`src/design/sras_pkg.sv`:
```
// ============================================================================
// sras_pkg
// Shared types and constants of the serial register access slave.
// ============================================================================
package sras_pkg;

    localparam int ADDR_BITS        = 5;
    localparam int BYTE_W           = 8;
    localparam int VALUE_W          = 16;
    localparam int CFG_DATA_W       = 32;
    localparam int CFG_INDEX_W      = 3;
    localparam int NUM_REGS_DEFAULT = 32;

    localparam logic [CFG_INDEX_W-1:0] CFG_ENABLED_MAP   = 3'd0;
    localparam logic [CFG_INDEX_W-1:0] CFG_RESERVED_MASK = 3'd1;
    localparam logic [CFG_INDEX_W-1:0] CFG_MODE_MASK     = 3'd2;
    localparam logic [CFG_INDEX_W-1:0] CFG_WRITE_CODE    = 3'd3;
    localparam logic [CFG_INDEX_W-1:0] CFG_PEEK_CODE     = 3'd4;
    localparam logic [CFG_INDEX_W-1:0] CFG_CONT_CODE     = 3'd5;

    localparam logic [CFG_DATA_W-1:0] ENABLED_MAP_RST   = 32'h0000_0000;
    localparam logic [BYTE_W-1:0]     RESERVED_MASK_RST = 8'h80;
    localparam logic [BYTE_W-1:0]     MODE_MASK_RST     = 8'h60;
    localparam logic [BYTE_W-1:0]     WRITE_CODE_RST    = 8'h00;
    localparam logic [BYTE_W-1:0]     PEEK_CODE_RST     = 8'h40;
    localparam logic [BYTE_W-1:0]     CONT_CODE_RST     = 8'h60;

    localparam logic [1:0] REQ_HOST     = 2'd0;
    localparam logic [1:0] REQ_LOCAL_WR = 2'd1;
    localparam logic [1:0] REQ_TOUCH    = 2'd2;

    localparam logic [1:0] BEAT_ADDR = 2'd0;
    localparam logic [1:0] BEAT_LOW  = 2'd1;
    localparam logic [1:0] BEAT_HIGH = 2'd2;

    typedef enum logic [1:0] {
        PH_IDLE = 2'd0,
        PH_LOW  = 2'd1,
        PH_HIGH = 2'd2
    } phase_t;

    typedef struct packed {
        logic                 send;
        logic                 chg_valid;
        logic [ADDR_BITS-1:0] chg_addr;
        logic                 status;
        logic [ADDR_BITS-1:0] addr;
    } job_t;

endpackage

```
`src/design/serial_register_access_slave.sv`:
```
// ============================================================================
// serial_register_access_slave
// Byte-stream slave that gives a host read, write and monitor access to a
// bank of sixteen-bit registers held in a synchronous memory.
// ============================================================================
//  Channel  | Handshake          | Payload
//  ---------+--------------------+---------------------------------------------
//  cfg      | cfg_we             | cfg_index, cfg_wdata
//  in       | in_valid, in_ready | req_type, data_byte, reg_addr, reg_value
//  out      | out_valid,out_ready| tx_valid, tx_byte, changed_valid,
//           |                    | changed_addr, status, last
//
// An input word is taken every cycle while no three-word send is under way and
// the output takes each word; its first result word goes through a_job_reg and
// then b_job_reg, the output register. A peek or a monitored touch of an
// enabled register gives three result words; every other input word gives one.
// The register memory is read or written at most once per accepted word, at accept.
// One accepted word waits behind a stalled output; reset needs no clearing pass.
module serial_register_access_slave
    import sras_pkg::*;
#(
    parameter int NUM_REGS = NUM_REGS_DEFAULT
)
(
    input  logic                   clk,
    input  logic                   rst_n,
    input  logic                   cfg_we,
    input  logic [CFG_INDEX_W-1:0] cfg_index,
    input  logic [CFG_DATA_W-1:0]  cfg_wdata,
    input  logic                   in_valid,
    output logic                   in_ready,
    input  logic [1:0]             req_type,
    input  logic [BYTE_W-1:0]      data_byte,
    input  logic [ADDR_BITS-1:0]   reg_addr,
    input  logic [VALUE_W-1:0]     reg_value,
    output logic                   out_valid,
    input  logic                   out_ready,
    output logic                   tx_valid,
    output logic [BYTE_W-1:0]      tx_byte,
    output logic                   changed_valid,
    output logic [ADDR_BITS-1:0]   changed_addr,
    output logic                   status,
    output logic                   last
);

    localparam int IDX_W = $clog2(NUM_REGS);
    localparam logic [ADDR_BITS:0] NUM_REGS_CMP = (ADDR_BITS+1)'(NUM_REGS);

    logic [CFG_DATA_W-1:0] enabled_map_reg;
    logic [BYTE_W-1:0]     reserved_mask_reg;
    logic [BYTE_W-1:0]     mode_mask_reg;
    logic [BYTE_W-1:0]     write_code_reg;
    logic [BYTE_W-1:0]     peek_code_reg;
    logic [BYTE_W-1:0]     cont_code_reg;

    phase_t                phase_reg;
    phase_t                phase_next;
    logic [ADDR_BITS-1:0]  pending_addr_reg;
    logic [ADDR_BITS-1:0]  pending_addr_next;
    logic [BYTE_W-1:0]     pending_low_reg;
    logic [BYTE_W-1:0]     pending_low_next;
    logic [NUM_REGS-1:0]   monitor_reg;
    logic [NUM_REGS-1:0]   monitor_next;

    logic [VALUE_W-1:0]    reg_mem [NUM_REGS];
    logic [VALUE_W-1:0]    rd_data_reg;
    logic                  mem_we;
    logic [IDX_W-1:0]      mem_waddr;
    logic [VALUE_W-1:0]    mem_wdata;
    logic                  mem_re;
    logic [IDX_W-1:0]      mem_raddr;

    logic [ADDR_BITS-1:0]  hdr_addr;
    logic [BYTE_W-1:0]     hdr_mode;
    logic                  hdr_in_range;
    logic                  loc_in_range;
    logic                  pend_in_range;
    logic                  hdr_enabled;
    logic                  loc_enabled;
    logic                  pend_enabled;
    logic                  loc_monitored;
    job_t                  dec_job;

    logic                  in_accept;
    logic                  a_valid_reg;
    job_t                  a_job_reg;
    logic                  a_move;
    logic                  b_valid_reg;
    job_t                  b_job_reg;
    logic [1:0]            b_beat_reg;
    logic [VALUE_W-1:0]    b_data_reg;
    logic                  b_last;
    logic                  b_free;

    always_ff @(posedge clk or negedge rst_n)
    begin
        if (!rst_n)
        begin
            enabled_map_reg   <= ENABLED_MAP_RST;
            reserved_mask_reg <= RESERVED_MASK_RST;
            mode_mask_reg     <= MODE_MASK_RST;
            write_code_reg    <= WRITE_CODE_RST;
            peek_code_reg     <= PEEK_CODE_RST;
            cont_code_reg     <= CONT_CODE_RST;
        end
        else if (cfg_we)
        begin
            case (cfg_index)
                CFG_ENABLED_MAP:   enabled_map_reg   <= cfg_wdata;
                CFG_RESERVED_MASK: reserved_mask_reg <= cfg_wdata[BYTE_W-1:0];
                CFG_MODE_MASK:     mode_mask_reg     <= cfg_wdata[BYTE_W-1:0];
                CFG_WRITE_CODE:    write_code_reg    <= cfg_wdata[BYTE_W-1:0];
                CFG_PEEK_CODE:     peek_code_reg     <= cfg_wdata[BYTE_W-1:0];
                CFG_CONT_CODE:     cont_code_reg     <= cfg_wdata[BYTE_W-1:0];
                default:           ;
            endcase
        end
    end

    assign hdr_addr      = data_byte[ADDR_BITS-1:0];
    assign hdr_mode      = data_byte & mode_mask_reg;
    assign hdr_in_range  = {1'b0, hdr_addr} < NUM_REGS_CMP;
    assign loc_in_range  = {1'b0, reg_addr} < NUM_REGS_CMP;
    assign pend_in_range = {1'b0, pending_addr_reg} < NUM_REGS_CMP;
    assign hdr_enabled   = hdr_in_range && enabled_map_reg[hdr_addr];
    assign loc_enabled   = loc_in_range && enabled_map_reg[reg_addr];
    assign pend_enabled  = pend_in_range && enabled_map_reg[pending_addr_reg];
    assign loc_monitored = loc_in_range && monitor_reg[reg_addr[IDX_W-1:0]];

    always_comb
    begin
        phase_next        = phase_reg;
        pending_addr_next = pending_addr_reg;
        pending_low_next  = pending_low_reg;
        monitor_next      = monitor_reg;
        mem_we            = 1'b0;
        mem_waddr         = reg_addr[IDX_W-1:0];
        mem_wdata         = reg_value;
        mem_re            = 1'b0;
        mem_raddr         = reg_addr[IDX_W-1:0];
        dec_job           = '0;
        dec_job.addr      = reg_addr;
        case (req_type)
            REQ_HOST:
            begin
                case (phase_reg)
                    PH_IDLE:
                    begin
                        dec_job.addr = hdr_addr;
                        mem_raddr    = hdr_addr[IDX_W-1:0];
                        if ((data_byte & reserved_mask_reg) != '0)
                        begin
                            dec_job.status = 1'b1;
                        end
                        else if (hdr_mode == write_code_reg)
                        begin
                            pending_addr_next = hdr_addr;
                            phase_next        = PH_LOW;
                        end
                        else if (hdr_mode == peek_code_reg)
                        begin
                            dec_job.send = hdr_enabled;
                            mem_re       = hdr_enabled;
                        end
                        else if (hdr_mode == cont_code_reg)
                        begin
                            if (hdr_in_range)
                            begin
                                monitor_next[hdr_addr[IDX_W-1:0]] =
                                    ~monitor_reg[hdr_addr[IDX_W-1:0]];
                            end
                        end
                        else
                        begin
                            dec_job.status = 1'b1;
                        end
                    end
                    PH_LOW:
                    begin
                        pending_low_next = data_byte;
                        phase_next       = PH_HIGH;
                    end
                    PH_HIGH:
                    begin
                        phase_next = PH_IDLE;
                        mem_waddr  = pending_addr_reg[IDX_W-1:0];
                        mem_wdata  = {data_byte, pending_low_reg};
                        if (pend_enabled)
                        begin
                            mem_we            = 1'b1;
                            dec_job.chg_valid = 1'b1;
                            dec_job.chg_addr  = pending_addr_reg;
                        end
                        else
                        begin
                            dec_job.status = 1'b1;
                        end
                    end
                    default:
                    begin
                        phase_next     = PH_IDLE;
                        dec_job.status = 1'b1;
                    end
                endcase
            end
            REQ_LOCAL_WR:
            begin
                if (loc_in_range)
                begin
                    mem_we = 1'b1;
                end
                else
                begin
                    dec_job.status = 1'b1;
                end
            end
            REQ_TOUCH:
            begin
                if (loc_monitored)
                begin
                    dec_job.send = loc_enabled;
                    mem_re       = loc_enabled;
                end
                else
                begin
                    dec_job.status = 1'b1;
                end
            end
            default:
            begin
                dec_job.status = 1'b1;
            end
        endcase
    end

    assign in_accept = in_valid && in_ready;

    always_ff @(posedge clk or negedge rst_n)
    begin
        if (!rst_n)
        begin
            phase_reg        <= PH_IDLE;
            pending_addr_reg <= '0;
            pending_low_reg  <= '0;
            monitor_reg      <= '0;
        end
        else if (in_accept)
        begin
            phase_reg        <= phase_next;
            pending_addr_reg <= pending_addr_next;
            pending_low_reg  <= pending_low_next;
            monitor_reg      <= monitor_next;
        end
    end

    always_ff @(posedge clk)
    begin
        if (in_accept && mem_we)
        begin
            reg_mem[mem_waddr] <= mem_wdata;
        end
        if (in_accept && mem_re)
        begin
            rd_data_reg <= reg_mem[mem_raddr];
        end
    end

    assign b_last   = !b_job_reg.send || (b_beat_reg == BEAT_HIGH);
    assign b_free   = !b_valid_reg || (out_ready && b_last);
    assign a_move   = a_valid_reg && b_free;
    assign in_ready = !a_valid_reg || a_move;

    always_ff @(posedge clk or negedge rst_n)
    begin
        if (!rst_n)
        begin
            a_valid_reg <= 1'b0;
            b_valid_reg <= 1'b0;
            b_beat_reg  <= BEAT_ADDR;
        end
        else
        begin
            if (in_accept)
            begin
                a_valid_reg <= 1'b1;
            end
            else if (a_move)
            begin
                a_valid_reg <= 1'b0;
            end
            if (a_move)
            begin
                b_valid_reg <= 1'b1;
                b_beat_reg  <= BEAT_ADDR;
            end
            else if (b_valid_reg && out_ready)
            begin
                if (b_last)
                begin
                    b_valid_reg <= 1'b0;
                end
                else
                begin
                    b_beat_reg <= b_beat_reg + 2'd1;
                end
            end
        end
    end

    always_ff @(posedge clk)
    begin
        if (in_accept)
        begin
            a_job_reg <= dec_job;
        end
        if (a_move)
        begin
            b_job_reg  <= a_job_reg;
            b_data_reg <= rd_data_reg;
        end
    end

    always_comb
    begin
        case (b_beat_reg)
            BEAT_ADDR: tx_byte = {{(BYTE_W-ADDR_BITS){1'b0}}, b_job_reg.addr};
            BEAT_LOW:  tx_byte = b_data_reg[BYTE_W-1:0];
            BEAT_HIGH: tx_byte = b_data_reg[VALUE_W-1:BYTE_W];
            default:   tx_byte = '0;
        endcase
        if (!b_job_reg.send)
        begin
            tx_byte = '0;
        end
    end

    assign out_valid     = b_valid_reg;
    assign tx_valid      = b_job_reg.send;
    assign changed_valid = !b_job_reg.send && b_job_reg.chg_valid;
    assign changed_addr  = changed_valid ? b_job_reg.chg_addr : '0;
    assign status        = !b_job_reg.send && b_job_reg.status;
    assign last          = b_last;

endmodule

```
`config.mk`:
```
export PLATFORM = sky130hd
export DESIGN_NAME = serial_register_access_slave
export DESIGN_NICKNAME = d
export VERILOG_FILES = /design/src/design/sras_pkg.sv /design/src/design/serial_register_access_slave.sv
export SDC_FILE = /design/constraint.sdc
export NUM_CORES = 1
export LEC_CHECK = 0
export BUFFER_PORTS_ARGS = -buffer_cell sky130_fd_sc_hd__buf_2
export CELL_PAD_IN_SITES_DETAIL_PLACEMENT = 0
export CELL_PAD_IN_SITES_GLOBAL_PLACEMENT = 2
export CORE_UTILIZATION = 34
export CTS_BUF_LIST = sky130_fd_sc_hd__clkbuf_4
export DETAILED_ROUTE_END_ITERATION = 12
export PLACE_DENSITY_LB_ADDON = 0.05
export SKIP_CTS_REPAIR_TIMING = 1
export SLEW_MARGIN = 10
export SYNTH_ARGS = -nofsm -noshare
export SYNTH_HDL_FRONTEND = slang
export SYNTH_SLANG_ARGS = --single-unit
```
`constraint.sdc`:
```
create_clock -name clk -period 6.6 [get_ports clk]
set_input_delay 0.33 -clock clk [delete_from_list [all_inputs] [get_ports clk]]
set_output_delay 0.33 -clock clk [all_outputs]
set_load 0.01 [all_outputs]
```
# --- Word-level counts from Yosys, hierarchy flattened ---
# Memories as Yosys holds them, arrays and structs flattened. A register that Yosys moved wholly into a read port is not among the register bits.
# Cells that the tools add are included.
word_totals:
  latch_bits: 0
  ram_bits: 512
  reg_bits: 165
  output_inout_bits: 19
  memories: 1
  wordCells: 143
  rom_bits: 0
mem_list:
  columns: ["name", "depth", "word_bits", "read_ports", "rd_ports_with_merged_regs", "write_ports", "line_no", "text"]
  rows:
  - ["reg_mem", 32, 16, 1, 1, 1, "serial_register_access_slave.sv:65", "logic [VALUE_W-1:0] reg_mem [NUM_REGS];"]
op_classes:
  addsub: 1
  n_reduce_logical: 37
  multipliers: 0
  shift: 0
  n_div: 0
  bitwise: 6
  mux: 53
  eq_ne: 17
  order_cmp: 4
ops:
  columns: ["cell", "count"]
  rows:
  - ["32-bit bitwise mux", 1]
  - ["16-bit 2-to-1 mux", 2]
  - ["1-bit 2-to-1 mux", 26]
  - ["1-bit binary-select mux with 5-bit select", 5]
  - ["5-bit 2-to-1 mux", 5]
  - ["8-bit == test", 3]
  - ["8-bit one-hot mux with 3 select lines", 1]
  - ["5-bit by 6-bit < comparator with 1-bit output, second input constant", 3]
  - ["2-bit AND reduction", 9]
  - ["8-bit bitwise AND", 2]
  - ["2-bit 2-to-1 mux", 5]
  - ["1-bit logical AND", 9]
  - ["8-bit 2-to-1 mux", 1]
  - ["8-bit nonzero test", 1]
  - ["7-bit AND reduction", 1]
  - ["2-bit by 1-bit == test with 1-bit output, second input constant", 3]
  - ["2-bit == test, second input constant", 3]
  - ["3-bit by 2-bit == test with 1-bit output, second input constant", 2]
  - ["3-bit == test, second input constant", 2]
  - ["2-bit zero test", 3]
  - ["6-bit 2-to-1 mux", 1]
  - ["2-bit != test, second input constant", 3]
  - ["1-bit one-hot mux with 3 select lines", 2]
  - ["3-bit AND reduction", 2]
  - ["13 further kinds", 23]

# --- Depth between registers and ports, before layout ---
depth:
  depth_word: 10
  ltp_mapped: 11
  mapped_depth_nobuf: 8

# --- Worst setup path after synthesis ---
# Ideal clock, no wire load.
synth_path:
  path_type: "input to register"
  from: "input req_type[1]"
  to: "memory reg_mem[10][0], enable pin"
  required_ns: 6.212
  cell_stages: 6
  arrival_ns: 2.599
  n_path_buf: 1
  setup_slack_ns: 3.613
  cell_sequence: "buf_6 nor4b_2 o221ai_1 nor2_1 a22oi_2 nor2_1"
synth_via:
  elab_chain_cells: 5
  elab_cells_between_ends: 7
  classes_between: "eq/ne: 1; mux: 4; reduce/logical: 2"
synth_lines:
  columns: ["element", "line_no", "text"]
  rows:
  - ["from (decl)", "serial_register_access_slave.sv:32", "input logic [1:0] req_type,"]
  - ["2-bit by 1-bit == test with 1-bit output or 2-bit zero test (tied branches)", "serial_register_access_slave.sv:143", "case (req_type)"]
  - ["1-bit one-hot mux with 2 select lines", "serial_register_access_slave.sv:143", null]
  - ["1-bit logical AND", "serial_register_access_slave.sv:258", "if (in_accept && mem_we)"]
  - ["1-bit 2-to-1 mux", "serial_register_access_slave.sv:258", null]
  - ["1-bit 2-to-1 mux (not written as such)", "serial_register_access_slave.sv:260", "reg_mem[mem_waddr] <= mem_wdata;"]
  - ["to (decl)", "serial_register_access_slave.sv:65", null]
# Parallel ways exist; a longest one is shown, timed or not.

# --- Final worst setup path ---
layout_path:
  from: "register phase_reg[1]"
  to: "register rd_data_reg[3] (read register of reg_mem), data pin"
layout_via:
  elab_chain_cells: 4
  elab_cells_between_ends: 6
  classes_between: "mux: 4; reduce/logical: 2"
layout_lines:
  columns: ["element", "line_no", "text"]
  rows:
  - ["from (decl)", "serial_register_access_slave.sv:56", "phase_t phase_reg;"]
  - ["from (signal assigned)", "serial_register_access_slave.sv:249", "phase_reg <= phase_next;"]
  - ["2-bit zero test *", "serial_register_access_slave.sv:146", "case (phase_reg)"]
  - ["1-bit 2-to-1 mux", "serial_register_access_slave.sv:146", null]
  - ["1-bit one-hot mux with 2 select lines", "serial_register_access_slave.sv:143", null]
  - ["1-bit logical AND", "serial_register_access_slave.sv:262", "if (in_accept && mem_re)"]
  - ["to (decl)", "serial_register_access_slave.sv:66", "logic [VALUE_W-1:0] rd_data_reg;"]
# Mark *: on every way between the ends. The rest lies on a longest branch, timed or not.
# A chain may end at the register's enable or synchronous reset.

==> results.ini <==
[global_routing]
grt_pass1_wl_um = 120000
antenna_found_initial = 6
grt_pass1_vias = 16900
grtUsageTotal = 0.194
grt_max_degree = 88
grt-ovfl-total = 0

[yosys]
synth_area_leaders = edfxtp_1 (58%), dfrtp_1 (10%), mux4_2 (9.4%), mux2_2 (6.7%), mux4_1 (4.1%)
synth_top_area_share = 0.583
yosys_warnings = 0
ys_seq_area_frac = 0.688
synth_seq_cells = 693
yosysUniqueCellTypes = 60
synth-async-reset-ratio = 0.177
syn_area_per_cell_um2 = 19.5
post-synth-top-area-cell = edfxtp_1
synth_edf_count = 570
postSynthCellCount = 1503
mappedNetlistNets = 1578
synth-main-ff-cell = edfxtp_1
syn_area_um2 = 29400

[clocking]
cts_buffers = 191
cts_tree = yes
clk_pin_slew_worst_paths_ns = 0.07
clk_latency_ns = 1.04
clock_sinks = 693
clockRootBuffer = clkbuf_4
cts-htree-levels = 4
clock_path_buffers = 3

[worst_setup_path]
cp_data_required_time_ns = 7.30
crit_fanout = 56
crit_path_start_kind = register
reg2reg_slack_ns = 2.51
max_stage_delay_ns = 0.71
cp_cell_sequence = nor4_4 -> mux2_8 -> buf_12 -> mux4_2 -> mux2_2 -> o22ai_1 -> a221oi_1
worstReg2RegEnd = rd_data_reg[3]$_DFFE_PP_
path_delay_family = multiplexers
cp_num_buf_inv = 1
worstRegToRegCells = 7
cp-end-kind = register
worstPathArrival_ns = 4.80
critPathSlowestCell = mux2_8
path_class = reg2reg
r2r-start = phase_reg[1]$_DFFE_PN0P_

[cells_and_area]
multi_input_comb_area_um2 = 8530
drive_above_1_share = 0.408
fillCellCount = 7869
nets = 1879
largest_reg_flops = 512
syn2layout_area_growth_pct = 15.8
seqCellArea_um2 = 20200

[hold_path]
hold-path-cell-count = 3
min_to = enabled_map_reg[13]$_DFFE_PN0P_
min_from = cfg_wdata[13]
hold_class = in2reg

[floorplanning]
rows = 107
initial_core_util = 0.344
dieArea_um2 = 87500
die_x_um = 296
ios = 90
dieHeight_um = 296
core_um2 = 85300

[timing]
fin_crit_sh = 0.620
setup_viol = 0
tightest_slew_ns = 1.18
fin_skew_ns = 0.0511
finalCriticalPeriod_ns = 4.09
hold_slack_ns = 0.0832
rsz0062_at_grt = no
slew_headroom = 0.205
fin_tns_setup_ns = 0
fmax_mhz = 244
slew_violations = 0
hold_violations = 0

[outcome]
outcome = completed

[pwr]
p_per_area_nw_per_um2 = 296
ir_drop_mv = 0.138
p_leak_nw = 11.9

[detailed_routing]
totalWireLength_um = 83200
via_count = 15800
antenna_left = 0
drtIter0Drc = 1016
drc_errors = 0
dr.pass1.iters = 5
vias_per_cell = 5.13
wl_per_cell_um = 26.9

[place]
dp_hpwl_um = 51300
gp_congestion = 0.773
io_buffer_count = 89

[job]
drv_cap = 0

-- layer usage --
metal  vias up  share of wire  global-route usage
li1       6933              -                   -
met1      8410           0.46               0.268
met2       396           0.47               0.306
met3       108          0.047              0.0456
met4         0          0.017              0.0576
met5         -              0                   0
-- cells by family (layout without fill, tap and decap cells) --
family,after synthesis,after routing,share of synthesized area
buf+inv,106,542,0.0254
flops,693,693,0.688
xor+xnor,8,8,0.00239
simple gates,203,203,0.0388
other cells,0,7,0
fa+ha+maj,4,4,0.00170
compound gates,101,101,0.0262
mux,388,388,0.217
-- power breakdown --
part	internal (mW)	leakage [nW]	switching (mW)
Clock	1.92	1.38	1.82
Combinational	0.528	3.84	0.677
Sequential	4.96	6.69	0.155
-- worst max path at each step --
stage	slack (ns)	startpoint	endpoint	cells after the start
2_1_floorplan	3.61	req_type[1]	reg_mem[10][0]$_DFFE_PP_	6
3_3_place_gp	2.19	req_type[1]	rd_data_reg[3]$_DFFE_PP_	8
3_5_place_dp	2.21	req_type[1]	rd_data_reg[3]$_DFFE_PP_	8
4_1_cts	2.34	phase_reg[1]$_DFFE_PN0P_	rd_data_reg[3]$_DFFE_PP_	7
5_1_grt	2.24	phase_reg[1]$_DFFE_PN0P_	rd_data_reg[3]$_DFFE_PP_	7
6_report	2.51	phase_reg[1]$_DFFE_PN0P_	rd_data_reg[3]$_DFFE_PP_	7
-- cell usage in the layout, fill, tap and decap left out, types with 6 or more instances in the layout --
cell type	synthesis	layout
dlygate4sd3_1	0	57
dfrtp_1	117	117
nand2b_1	7	7
a22oi_1	7	7
inv_1	16	16
nand3_1	6	6
clkinvlp_4	0	6
nor4b_2	6	6
xnor2_1	8	8
buf_4	4	52
a221oi_1	14	14
buf_2	22	88
mux2_2	175	173
edfxtp_1	570	570
clkinv_1	0	32
nor4_1	30	30
o22ai_1	29	29
nor2_2	0	24
and2_1	12	12
mux4_1	46	46
and3_1	16	16
nor2b_1	7	7
mux2i_1	44	44
mux4_2	122	122
a21oi_1	18	18
dfstp_2	6	6
nand2_1	36	36
nor2_1	55	31
diode_2	0	7
clkbuf_4	0	277
-- final cells by class --
type                       count  share of cell area
clock buffer                 277              0.0612
multi-input combinational    704               0.251
timing repair buffer         198              0.0418
clock inverter                51             0.00751
inverter                      16             0.00177
sequential                   693               0.594
tap                         1144              0.0421
antenna                        7            0.000515
-- stage by stage --
step                      setup slack, ns  utilization  cells  cell area [um2]  power [mW]
final                                2.51        0.399   3090            34000        10.1
after global routing                 2.24        0.399   3087            34000        10.6
after CTS                            2.34        0.392   3026            33400        10.2
after detailed placement             2.21        0.364   2698            31100        6.41
after global placement               2.19        0.364   2698            31100        6.41
after floorplan                      3.61            -   1503            29400        5.95
-- cell usage after synthesis (all sizes together), types with 2 or more instances --
library cell  instances
dfrtp               117
mux4                168
or3                   2
a21oi                18
nor4bb                2
nand2b                7
mux2i                44
edfxtp              570
nand3b                3
nor4b                11
nand2                36
buf                  52
dfstp                 6
a222oi                5
inv                  16
nand4                 4
nor2                 55
o21ai                 5
and3                 16
o22a                  4
or4                   2
a221oi               19
a22oi                10
and2                 12
nor4                 31
nand3                 6
nor3                  3
o22ai                29
xnor2                 8
nor2b                 7
clkbuf               37
nand4b                2
or3b                  2
ha                    4
a22o                  3
mux2                176
-- tightest hold or removal path: cells and delay by family --
kind,cells,cell delay [ns]
muxes,1,0.12
buffers and inverters,2,0.61
Power figures use the tool's default switching activity.
